$ cat src/hw/rtl/prc_pkg.sv
`timescale 1ns / 1ps
`default_nettype none

package prc_pkg;

    // Width of the binary angle on the ports; internally a full turn is 2^32
    localparam int ANGLE_BITS = 16;
    localparam int FRAC_BITS  = 16;
    localparam int TAB_LEN    = 24;

    // CORDIC gain compensation, K * 2^31
    localparam logic [31:0] GAIN_Q31 = 32'd1304065748;

    // Shift that takes a Q31 gain product down to FRAC_BITS fraction bits
    localparam int GAIN_SHIFT = 31 - FRAC_BITS;

    localparam logic [31:0] HALF_TURN    = 32'h8000_0000;
    localparam logic [31:0] QUARTER_TURN = 32'h4000_0000;
    localparam logic [31:0] THREE_QUARTER_TURN = 32'hC000_0000;

    // atan(2^-i) as a 32-bit binary angle
    localparam logic [31:0] ATAN_TAB [TAB_LEN] = '{
        32'h20000000, 32'h12E4051E, 32'h09FB385B, 32'h051111D4,
        32'h028B0D43, 32'h0145D7E1, 32'h00A2F61E, 32'h00517C55,
        32'h0028BE53, 32'h00145F2F, 32'h000A2F98, 32'h000517CC,
        32'h00028BE6, 32'h000145F3, 32'h0000A2FA, 32'h0000517D,
        32'h000028BE, 32'h0000145F, 32'h00000A30, 32'h00000518,
        32'h0000028C, 32'h00000146, 32'h000000A3, 32'h00000051
    };

    // Request kind carried on tuser
    typedef enum logic {
        REQ_TO_POLAR = 1'b0,
        REQ_TO_RECT  = 1'b1
    } prc_req_t;

    // Per-item control that travels down the cell chain
    typedef struct packed {
        logic polar;   // vectoring (to polar) when set, rotation otherwise
        logic zero;    // point at the origin: force magnitude and angle to zero
    } prc_ctl_t;

endpackage

`default_nettype wire

$ cat src/hw/rtl/prc_pre.sv
`timescale 1ns / 1ps
`default_nettype none

module prc_pre #(
    parameter int COORD_BITS = 16,
    parameter int WIDTH      = 35
) (
    input  wire logic                  aclk,
    input  wire logic                  aresetn,
    input  wire logic                  in_valid,
    output logic                       in_ready,
    input  wire logic                  in_req,
    input  wire logic [COORD_BITS-1:0] in_real,
    input  wire logic [COORD_BITS-1:0] in_imag,
    input  wire logic [COORD_BITS-1:0] in_mag,
    input  wire logic [15:0]           in_angle,
    output logic                       out_valid,
    input  wire logic                  out_ready,
    output logic signed [WIDTH-1:0]    out_x,
    output logic signed [WIDTH-1:0]    out_y,
    output logic [31:0]                out_z,
    output prc_pkg::prc_ctl_t          out_ctl
);

    localparam int PW = COORD_BITS + 34;

    // Stage 1: gain multiply
    logic signed [COORD_BITS:0] op_x, op_y;
    logic signed [32:0]         gain_s;
    logic signed [PW-1:0]       prod_x, prod_y;
    prc_pkg::prc_ctl_t          ctl1;

    logic                       v1_reg;
    logic signed [PW-1:0]       p_x_reg, p_y_reg;
    logic [15:0]                p_ang_reg;
    prc_pkg::prc_ctl_t          p_ctl_reg;
    logic                       ready1;

    // Stage 2: fold into the right half plane
    logic signed [PW-1:0]       sh_x, sh_y;
    logic signed [WIDTH-1:0]    sx, sy;
    logic signed [WIDTH-1:0]    x_next, y_next;
    logic [31:0]                z_next, z_in;

    logic                       v2_reg;
    logic signed [WIDTH-1:0]    x_reg, y_reg;
    logic [31:0]                z_reg;
    prc_pkg::prc_ctl_t          ctl_reg;

    assign gain_s = $signed({1'b0, prc_pkg::GAIN_Q31});

    always_comb begin
        ctl1.polar = (in_req == prc_pkg::REQ_TO_POLAR);
        ctl1.zero  = ctl1.polar && (in_real == '0) && (in_imag == '0);
        if (ctl1.polar) begin
            op_x = $signed({in_real[COORD_BITS-1], in_real});
            op_y = $signed({in_imag[COORD_BITS-1], in_imag});
        end else begin
            op_x = $signed({1'b0, in_mag});
            op_y = '0;
        end
        prod_x = op_x * gain_s;
        prod_y = op_y * gain_s;
    end

    assign ready1   = !v2_reg || out_ready;
    assign in_ready = !v1_reg || ready1;

    always_ff @(posedge aclk) begin
        if (!aresetn) begin
            v1_reg <= 1'b0;
        end else if (in_ready) begin
            v1_reg <= in_valid;
        end
    end

    always_ff @(posedge aclk) begin
        if (in_ready && in_valid) begin
            p_x_reg   <= prod_x;
            p_y_reg   <= prod_y;
            p_ang_reg <= in_angle;
            p_ctl_reg <= ctl1;
        end
    end

    always_comb begin
        sh_x   = p_x_reg >>> prc_pkg::GAIN_SHIFT;
        sh_y   = p_y_reg >>> prc_pkg::GAIN_SHIFT;
        sx     = sh_x[WIDTH-1:0];
        sy     = sh_y[WIDTH-1:0];
        z_in   = {p_ang_reg, 16'h0000};
        x_next = sx;
        y_next = sy;
        z_next = '0;
        if (p_ctl_reg.polar) begin
            // turn a left-half point by pi
            if (sx[WIDTH-1]) begin
                x_next = -sx;
                y_next = -sy;
                z_next = prc_pkg::HALF_TURN;
            end
        end else begin
            z_next = z_in;
            if (z_in > prc_pkg::QUARTER_TURN && z_in < prc_pkg::THREE_QUARTER_TURN) begin
                x_next = -sx;
                z_next = z_in - prc_pkg::HALF_TURN;
            end
        end
    end

    always_ff @(posedge aclk) begin
        if (!aresetn) begin
            v2_reg <= 1'b0;
        end else if (ready1) begin
            v2_reg <= v1_reg;
        end
    end

    always_ff @(posedge aclk) begin
        if (ready1 && v1_reg) begin
            x_reg   <= x_next;
            y_reg   <= y_next;
            z_reg   <= z_next;
            ctl_reg <= p_ctl_reg;
        end
    end

    assign out_valid = v2_reg;
    assign out_x     = x_reg;
    assign out_y     = y_reg;
    assign out_z     = z_reg;
    assign out_ctl   = ctl_reg;

endmodule

`default_nettype wire

$ cat config.mk
export PLATFORM = sky130hd
export DESIGN_NAME = prc_pre
export DESIGN_NICKNAME = d
export VERILOG_FILES = /design/src/hw/rtl/prc_pkg.sv /design/src/hw/rtl/prc_pre.sv
export SDC_FILE = /design/constraint.sdc
export NUM_CORES = 1
export LEC_CHECK = 0
export BUFFER_PORTS_ARGS = -buffer_cell sky130_fd_sc_hd__buf_4
export CORE_ASPECT_RATIO = 0.7
export CORE_MARGIN = 5
export CORE_UTILIZATION = 50
export DETAILED_ROUTE_END_ITERATION = 12
export GPL_TIMING_DRIVEN = 0
export PLACE_DENSITY = 0.68
export RECOVER_POWER = 25
export SLEW_MARGIN = 20
export SYNTH_ARGS = -nofsm -noshare
export SYNTH_HDL_FRONTEND = slang
export SYNTH_SLANG_ARGS = --single-unit
$ cat constraint.sdc
create_clock -name aclk -period 20.5 [get_ports aclk]
set_clock_uncertainty 0.15 [all_clocks]
set_input_delay 2.05 -clock aclk [delete_from_list [all_inputs] [get_ports aclk]]
set_output_delay 2.05 -clock aclk [all_outputs]
set_load 0.02 [all_outputs]
==> reports/metrics.csv, run 1 <==
stage,metric,value,unit
status,status,"complete, but fails checks",
status,violated checks,"capacitance limit, slew limit",
clocking,Post-CTS Resized,0,
synth,synth top area cells,"fa_1, edfxtp_1, ha_1, inv_1, xnor2_1",
floorplan,DIE WIDTH,271,um
worst_setup_path,Crit path required time,20510,ps
cells_and_area,most frequent cells in the layout,"inv_1, fa_1, ha_1",
synth,main combinational cell family by area after synthesis,adder cells,
synth,Cells after Synth,2244,
synth,Synth Area in Compound Gates,8.33,%
clocking,CTS tree,done,
synth,"EDFF count, synth",174,
clocking,# hold bufs at CTS,0,
grt,vias in the first global route,16700,
placement,port bufs,157,
grt,all-layer global routing usage,25.5,%
synth,Mapped Area,23900,um^2
cells_and_area,Final Util,55.8,%
timing,setup tns final,0,ps
timing,worst slew pin tran,1590,ps
timing,post-layout min period,9990,ps
route,DR vias/cell,5.31,
timing,Slew HR,-5.86,%
route,DRT Wirelength,65500,um
clocking,Skew-Pair Late Insertion Delay,430,ps
timing,post-route clock period utilization,48.7,%
synth,post-synth cell types,70,
cells_and_area,area grow syn2layout,11.1,%
cells_and_area,fin nets,3201,
min_path,Hold Crit Class,flip-flop to flip-flop,
synth,predominant post-synthesis flop cell,edfxtp_1,
floorplan,IO Pins,175,
synth,YS warnings,0,
clocking,CTS Buffer Depth,2,
cells_and_area,cell area after layout,26600,um^2
cells_and_area,share of layout cells above drive strength 1,9.58,%
placement,routability congestion estimate,0.980,
clocking,Post-CTS Repair Setup Buffers,0,
grt,first-pass GRT wire length,101000,um
timing,unrepaired setup endpoints after global routing,false,
synth,"Avg Cell Area, Syn",10.7,um^2
timing,Hold Fails Final Rpt,0,
route,Vias,16300,
floorplan,die boundary height,193,um
synth,mux contribution to synthesized area,0.686,%
floorplan,initial core utilization,50.2,%
cells_and_area,FILL cells,4189,
worst_setup_path,reg2reg start,out_valid,
grt,antenna violations before repair,0,
synth,Yosys top cell area share,30.6,%
worst_setup_path,crit path max fanout,10,
worst_setup_path,Worst setup SP type,primary input,
synth,adder-cell share of the synthesized area,47.7,%
timing,Hold WS,340,ps
route,first drt pass iteration count,5,
route,Post-route DRC,0,
grt,largest net degree at the start of global routing,45,
placement,placed instance area,26000,um^2
timing,endpoints failing setup,0,
run,max cap viols,1,
synth,Synth Area in Simple Gates,6.75,%
route,Antenna Nets Post-Route,0,
route,initial DRC count,1369,
worst_setup_path,CP Data Arrival Time,10000,ps
timing,FMAX,100,MHz
synth,"Seq/Total Area, Yosys",22.0,%
worst_setup_path,Setup crit start,in_req,
min_path,Hold Path Origin,p_x_reg[15],
worst_setup_path,r2r setup slk,16870,ps
grt,total congestion overflow,0,
cells_and_area,"commonest non-fill, non-tap cell in the layout",inv_1,
floorplan,die area,52400,um^2
clocking,CTS Buf Count,17,
synth,Synth area leader,fa_1,
synth,Synth async-reset ratio,0,%
timing,Pins Over Slew Limit,28,
route,wire length per cell after detailed routing,21.3,um
worst_setup_path,Setup CP Type,primary input to flip-flop,
clocking,H-tree depth,4,
clocking,clk root buf,clkbuf_16,
clocking,clock sink count,176,
synth,synthesized flop and latch total,176,
worst_setup_path,CP Capture Type,flip-flop,
floorplan,core area,47600,um^2
cells_and_area,ant diodes,0,
placement,post-DP HPWL,57900,um
synth,XOR/XNOR Fraction of Synth Area,4.47,%
clocking,clk slew on worst S/H paths,70,ps
floorplan,FP Rows,67,
## critical path, stage by stage
cell and delay (ps):
clkbuf_1 330, inv_1 130, clkbuf_1 390, nand2_1 600, inv_1 410, nor2_1 470
inv_1 220, ha_1 350, xor2_1 180, ha_1 230, or2_2 310, fa_1 510
inv_1 60, fa_1 480, inv_1 50, fa_1 500, fa_1 460, ha_1 310
clkbuf_1 280, nand4_1 220, nor4_1 280, a21bo_2 270, and3_1 220, a211oi_1 370
nand2b_1 190, o311ai_1 110
## Yosys cell counts, types with 2 or more instances
cell and n:
o21a_1 10, nor2_1 75, clkbuf_1 31, nor3b_1 3, a211o_1 5, mux2i_1 13, ha_1 328, o41ai_1 2
buf_4 17, and2_1 9, and4_1 6, o21ai_0 52, fa_1 365, nand3_1 21, nor4_1 16, edfxtp_1 174
o21bai_1 7, nor2b_1 29, o41ai_2 2, o311ai_0 2, mux2_2 3, a21o_1 58, xor2_1 48, or4_1 4
or3_1 5, a221o_1 2, or2_2 6, nand2b_1 5, xnor2_1 74, and3_1 5, o221ai_1 3, inv_1 569
nand4_1 27, nor3_1 19, a31o_2 2, a211oi_1 11, o211ai_1 3, a21oi_1 101, o31a_1 2, o31ai_1 12
dfxtp_1 2, nand2_1 71, a31oi_1 15, a311o_1 3, o22ai_1 2
## final cells by class
type / count / area, um^2 / share of cell area (%)
timing repair buffer: 161 / 1250 / 4.69
inverter: 569 / 2140 / 8.04
clock inverter: 15 / 148 / 0.556
buffer: 50 / 249 / 0.937
sequential: 176 / 5270 / 19.8
tap: 621 / 777 / 2.93
multi-input combinational: 1464 / 16300 / 61.4
clock buffer: 17 / 425 / 1.60
## cell families after synthesis
| kind of cell | after synthesis |
|---|---|
| and+or+nand+nor | 312 |
| buffers and inverters | 619 |
| AOI/OAI and AO/OA | 305 |
| xor gates and xnor gates | 122 |
| muxes | 16 |
| adders and majority gates | 693 |
| other | 1 |
| DFF | 176 |
## worst paths after layout
kind / endpoint / cells past startpoint
max: p_x_reg[46] / 26
min: out_x[0] / 0
max reg2reg: out_y[5] / 5
min reg2reg: out_x[0] / 0
## metal layers
layer	track usage [%]	wire (um)	part of all wire, %
met5	0	0	0
met1	42.1	33700	51
met4	2.82	369	0.56
met2	32.0	23800	36
met3	9.75	7640	12
## stage by stage
| stage | instances | worst slack (ps) |
|---|---|---|
| 2_1_floorplan | 2259 | 11590 |
| 3_3_place_gp | 3037 | 10260 |
| 3_5_place_dp | 3041 | 10170 |
| 4_1_cts | 3073 | 10640 |
| 5_1_grt | 3073 | 10120 |
| 6_report | 3073 | 10510 |
Power of run 1 is not shown: default switching activity piles up to over one toggle a cycle in this logic, so the estimate is an artifact.
==> run 2, diff against run 1 <==
==> constraint.sdc (replaced) <==
create_clock -name aclk -period 9.4 [get_ports aclk]
set_clock_uncertainty 0.15 [all_clocks]
set_input_delay 0.94 -clock aclk [delete_from_list [all_inputs] [get_ports aclk]]
set_output_delay 0.94 -clock aclk [all_outputs]
set_load 0.02 [all_outputs]
==> run 2 against run 1 <==
- the flow still finishes with violations (capacitance limit, slew limit)
- first-iteration DRC count hardly changed
- via count stayed put
- utilization hardly changed
- setup slack worse by 10000 ps
- non-clock buffer count stayed put
- global-route usage stayed put
- wire length hardly changed
- critical path depth stayed put
- die area stayed put
- sequential share of layout area hardly changed
- critical path type unchanged
- critical endpoint unchanged
==> reports/metrics.csv, run 2 (synthesized netlist as in run 1, its figures left out) <==
stage,metric,value,unit,change
status,status,"complete, but fails checks",,
status,violated checks,"capacitance limit, slew limit",,
worst_setup_path,crit path max fanout,10,,unchanged
clocking,Post-CTS Repair Setup Buffers,0,,unchanged
cells_and_area,ant diodes,0,,unchanged
floorplan,FP Rows,67,,unchanged
worst_setup_path,end of the critical path,p_x_reg[46],,
worst_setup_path,r2r endpoint,out_y[31],,
route,initial DRC count,1370,,+0.073%
grt,largest net degree at the start of global routing,45,,unchanged
cells_and_area,cell area after layout,26600,um^2,about the same
clocking,# hold bufs at CTS,0,,unchanged
worst_setup_path,Crit path required time,9410,ps,-11100 ps
route,first drt pass iteration count,6,,+1
grt,total congestion overflow,0,,unchanged
route,Vias,16300,,unchanged
timing,post-layout min period,8890,ps,
clocking,Post-CTS Resized,0,,unchanged
min_path,Hold Crit Class,flip-flop to flip-flop,,
route,DRT Wirelength,65500,um,about the same
floorplan,initial core utilization,50.2,%,unchanged
clocking,clock sink count,176,,unchanged
clocking,H-tree depth,4,,unchanged
cells_and_area,area grow syn2layout,11.1,%,about the same
cells_and_area,share of layout cells above drive strength 1,9.62,%,+0.041 points
worst_setup_path,CP Data Arrival Time,8900,ps,-1100 ps
route,Antenna Nets Post-Route,0,,unchanged
route,Post-route DRC,0,,unchanged
floorplan,IO Pins,175,,unchanged
timing,post-route clock period utilization,94.6,%,
cells_and_area,fin nets,3201,,unchanged
clocking,Skew-Pair Late Insertion Delay,430,ps,about the same
grt,all-layer global routing usage,25.5,%,unchanged
timing,FMAX,113,MHz,
floorplan,die area,52400,um^2,unchanged
route,DR vias/cell,5.31,,unchanged
cells_and_area,FILL cells,4186,,-0.072%
timing,endpoints failing setup,0,,unchanged
placement,port bufs,157,,unchanged
grt,vias in the first global route,16700,,unchanged
clocking,CTS tree,done,,
floorplan,DIE WIDTH,271,um,unchanged
worst_setup_path,reg2reg start,out_valid,,
timing,unrepaired setup endpoints after global routing,false,,
worst_setup_path,Setup crit start,in_req,,
placement,routability congestion estimate,0.980,,unchanged
floorplan,die boundary height,193,um,unchanged
timing,Slew HR,-92.3,%,-86 points
worst_setup_path,CP Capture Type,flip-flop,,
placement,post-DP HPWL,57900,um,unchanged
timing,setup tns final,0,ps,unchanged
clocking,clk root buf,clkbuf_16,,
worst_setup_path,r2r setup slk,5770,ps,-11100 ps
worst_setup_path,worst r2r path cells,5,,unchanged
grt,antenna violations before repair,0,,unchanged
clocking,CTS Buffer Depth,2,,unchanged
run,max cap viols,2,,+1
route,wire length per cell after detailed routing,21.3,um,about the same
worst_setup_path,Worst setup SP type,primary input,,
floorplan,core area,47600,um^2,unchanged
clocking,clk slew on worst S/H paths,70,ps,about the same
worst_setup_path,Setup CP Type,primary input to flip-flop,,
grt,first-pass GRT wire length,101000,um,unchanged
timing,worst slew pin tran,2880,ps,+1300 ps
clocking,CTS Buf Count,17,,unchanged
timing,Pins Over Slew Limit,72,,+160%
cells_and_area,"commonest non-fill, non-tap cell in the layout",inv_1,,
cells_and_area,most frequent cells in the layout,"inv_1, fa_1, ha_1",,
placement,placed instance area,26000,um^2,unchanged
timing,Hold Fails Final Rpt,0,,unchanged
## run 2: layer usage
metal | global-route usage, % | wire length [um] | vias to the layer above
li1 | - | - | 7628
met1 | 42.1 | 33700 | 8052
met2 | 32.0 | 23800 | 608
met3 | 9.75 | 7620 | 30
met4 | 2.82 | 331 | 0
met5 | 0 | 0 | -
## run 2: layout make-up
class	instances	area, um^2	area share, %
Buffer	50	253	0.951
Clock buffer	17	425	1.60
Multi-Input combinational cell	1464	16300	61.4
Clock inverter	15	148	0.556
Tap cell	621	777	2.92
Timing Repair Buffer	161	1250	4.69
Sequential cell	176	5270	19.8
Inverter	569	2140	8.04
## run 2: through the flow
step                      setup slack (ps)  utilization (%)  hold WS [ps]  std cells
final                                  511             55.8           340       3073
after global routing                   126             55.8           359       3073
after CTS                              653             55.8           341       3073
after detailed placement               183             54.6           323       3041
after global placement                 271             54.4           316       3037
after floorplan                       1600                -           250       2259
## run 2: critical path, cell delays in order
cell and delay, ps:
clkbuf_1 330, inv_1 130, clkbuf_1 390, nand2_1 600, inv_1 410, nor2_1 470, inv_1 220, ha_1 350
xor2_1 180, ha_1 230, or2_2 310, fa_1 510, inv_1 60, fa_1 480, inv_1 50, fa_1 500
fa_1 460, ha_1 310, clkbuf_1 280, nand4_1 220, nor4_1 280, a21bo_2 270, and3_1 220, a211oi_1 380
nand2b_1 190, o311ai_1 110
## run 2: worst min-delay path by stage
stage,slack [ps],depth (start not counted),startpoint,endpoint
final,340,0,p_x_reg[15],out_x[0]
after detailed placement,320,0,p_x_reg[15],out_x[0]
after CTS,340,0,p_x_reg[15],out_x[0]
after global routing,360,0,p_ctl_reg[0],out_ctl[0]
after floorplan,250,0,p_ctl_reg[0],out_ctl[0]
after global placement,320,0,p_x_reg[15],out_x[0]
Power of run 2 is left out for the same reason.
==> run 3, diff against run 2 <==
--- a/config.mk
+++ b/config.mk
@@ -11,7 +11,7 @@
 export CORE_UTILIZATION = 50
 export DETAILED_ROUTE_END_ITERATION = 12
 export GPL_TIMING_DRIVEN = 0
-export PLACE_DENSITY = 0.68
+export PLACE_DENSITY = 0.71
 export RECOVER_POWER = 25
 export SLEW_MARGIN = 20
 export SYNTH_ARGS = -nofsm -noshare
==> constraint.sdc (replaced) <==
create_clock -name aclk -period 7.25 [get_ports aclk]
set_clock_uncertainty 0.15 [all_clocks]
set_input_delay 0.725 -clock aclk [delete_from_list [all_inputs] [get_ports aclk]]
set_output_delay 0.725 -clock aclk [all_outputs]
set_load 0.02 [all_outputs]
==> run 3 against run 2 <==
- the run still ends with capacitance limit, slew limit left
- clock-buffer cell count is 1 higher
- utilization grew 1.5 points
- design area is 2.7% higher
- global-route usage grew 0.14 points
- hold slack lost 12 ps
- sequential share of layout area fell by 0.52 points
- setup slack got worse by 290 ps
- non-clock buffer count up 14
- die area stayed put
- critical path type unchanged
==> reports/metrics.csv, run 3 (synthesized netlist as in run 1, its figures left out) <==
stage,metric,value,unit,change
status,status,"complete, but fails checks",,
status,violated checks,"capacitance limit, slew limit",,
min_path,Hold Crit Class,flip-flop to flip-flop,,
timing,endpoints failing setup,0,,unchanged
route,wire length per cell after detailed routing,21.4,um,+0.40%
clocking,clk slew on worst S/H paths,70,ps,about the same
worst_setup_path,r2r endpoint,out_y[21],,
placement,port bufs,157,,unchanged
timing,worst slew pin tran,2170,ps,-712 ps
grt,vias in the first global route,16800,,+0.44%
worst_setup_path,Top Family by Delay on Critical Path,adder cells,,
floorplan,die boundary height,193,um,unchanged
worst_setup_path,Crit path required time,7260,ps,-2150 ps
route,Antenna Nets Post-Route,0,,unchanged
floorplan,initial core utilization,50.2,%,unchanged
worst_setup_path,Worst Path Buf+Inv,6,,-2
worst_setup_path,Setup CP Type,primary input to flip-flop,,
worst_setup_path,reg2reg start,out_valid,,
worst_setup_path,crit path max fanout,10,,unchanged
floorplan,IO Pins,175,,unchanged
timing,post-layout min period,7030,ps,
cells_and_area,share of layout cells above drive strength 1,13.6,%,+4.0 points
grt,total congestion overflow,0,,unchanged
route,DRT Wirelength,66100,um,+0.85%
route,Vias,16400,,+0.74%
timing,Hold Fails Final Rpt,0,,unchanged
worst_setup_path,crit-path cells,buf_6 > clkbuf_16 > mux2i_4 > inv_4 > fa_2 > fa_1 > fa_1 > inv_1 > fa_1 > fa_1 > inv_1 > fa_1 > ha_1 > clkbuf_2 > nand2_1 > or3_1 > a2111o_1 > a21bo_2 > and3_2 > a211oi_4 > nand2b_4 > o311ai_1,,
grt,first-pass GRT wire length,102000,um,+0.87%
worst_setup_path,Levels on crit path,22,,-15%
min_path,Hold Path Origin,p_x_reg[15],,
timing,Pins Over Slew Limit,49,,-32%
worst_setup_path,r2r setup slk,3700,ps,-2070 ps
worst_setup_path,worst r2r path cells,4,,-1
route,DR vias/cell,5.32,,+0.28%
cells_and_area,Post-Layout Cell Count,3087,,+0.46%
route,Post-route DRC,0,,unchanged
cells_and_area,FILL cells,4122,,-1.5%
worst_setup_path,Setup crit start,in_req,,
clocking,clock sink count,176,,unchanged
placement,routability congestion estimate,0.979,,-0.18%
timing,post-route clock period utilization,96.9,%,
floorplan,core area,47600,um^2,unchanged
worst_setup_path,end of the critical path,p_x_reg[46],,
route,initial DRC count,1402,,+2.3%
cells_and_area,most frequent cells in the layout,"inv_1, fa_1, ha_1",,
cells_and_area,ant diodes,0,,unchanged
clocking,Skew-Pair Late Insertion Delay,430,ps,about the same
cells_and_area,Register Area,5270,um^2,unchanged
clocking,H-tree depth,4,,unchanged
worst_setup_path,CP Capture Type,flip-flop,,
cells_and_area,"commonest non-fill, non-tap cell in the layout",inv_1,,
timing,setup tns final,0,ps,unchanged
route,first drt pass iteration count,5,,-1
cells_and_area,fin nets,3215,,+0.44%
clocking,CTS tree,done,,
clocking,CTS Buffer Depth,2,,unchanged
floorplan,FP Rows,67,,unchanged
grt,antenna violations before repair,0,,unchanged
placement,Inst Count DP,3041,,unchanged
run,max cap viols,2,,unchanged
clocking,clk root buf,clkbuf_16,,
timing,unrepaired setup endpoints after global routing,false,,
floorplan,DIE WIDTH,271,um,unchanged
worst_setup_path,Worst setup SP type,primary input,,
worst_setup_path,CP Data Arrival Time,7040,ps,-1860 ps
grt,largest net degree at the start of global routing,58,,+29%
placement,post-DP HPWL,58000,um,+0.19%
timing,FMAX,142,MHz,
cells_and_area,area taken by multi-input logic gates,16800,um^2,+2.8%
timing,Slew HR,-44.8,%,+47 points
worst_setup_path,Most common cell on crit path,fa_1,,
worst_setup_path,"slowest stage delay, CP",550,ps,-50 ps
grt,all-layer global routing usage,25.7,%,+0.14 points
min_path,Hold Crit Depth,0,,unchanged
worst_setup_path,CP max stage cell,fa_1,,
clocking,# hold bufs at CTS,0,,unchanged
floorplan,die area,52400,um^2,unchanged
cells_and_area,area grow syn2layout,14.1,%,
clocking,CTS Buf Count,17,,unchanged
run 3: cell types whose count changed in the layout (fill, tap and decap cells not counted), sizes merged:
cell	before	now
bufinv	0	2
buf	161	183
clkinvlp	1	8
clkinv	8	7
clkbuf	67	60
inv	575	566
run 3: metrics by stage:
step / hold WS (ps) / setup WS (ps) / instance area [um^2] / utilization [%]
5_1_grt: 325 / 4.34 / 27300 / 57.3
4_1_cts: 308 / -16.2 / 27000 / 56.6
3_5_place_dp: 313 / -1600 / 26100 / 54.7
3_3_place_gp: 307 / -1450 / 26000 / 54.5
6_report: 328 / 221 / 27300 / 57.3
2_1_floorplan: 250 / 78.5 / 24000 / -
run 3: worst min-delay path by stage:
stage | to | slack [ps]
floorplan | out_ctl[0] | 250
global placement | out_x[0] | 310
detailed placement | out_x[0] | 310
CTS | p_ang_reg[10] | 310
global route | p_ang_reg[10] | 330
finish | out_x[0] | 330
run 3: final cells by class:
class,instances,share of cell area (%)
sequential,176,19.3
timing repair buffer,186,5.29
clock buffer,18,1.57
tap,621,2.85
multi-input combinational,1464,61.5
buffer,39,0.968
inverter,569,7.97
clock inverter,14,0.569
run 3: what timing repair did:
action,in CTS,in global routing
endpoints found under the hold margin,0,0
pin swaps,2,4
setup endpoints to repair,50,35
resized for setup,63,58
gates cloned,0,1
buffers inserted,8,16
run 3: per-layer routing:
layer | wire [um] | global-route usage, % | share of wire, %
met1 | 33100 | 41.8 | 50
met2 | 24700 | 33.3 | 37
met3 | 8070 | 9.36 | 12
met4 | 244 | 2.41 | 0.37
met5 | 0 | 0 | 0
Power of run 3 is left out for the same reason.
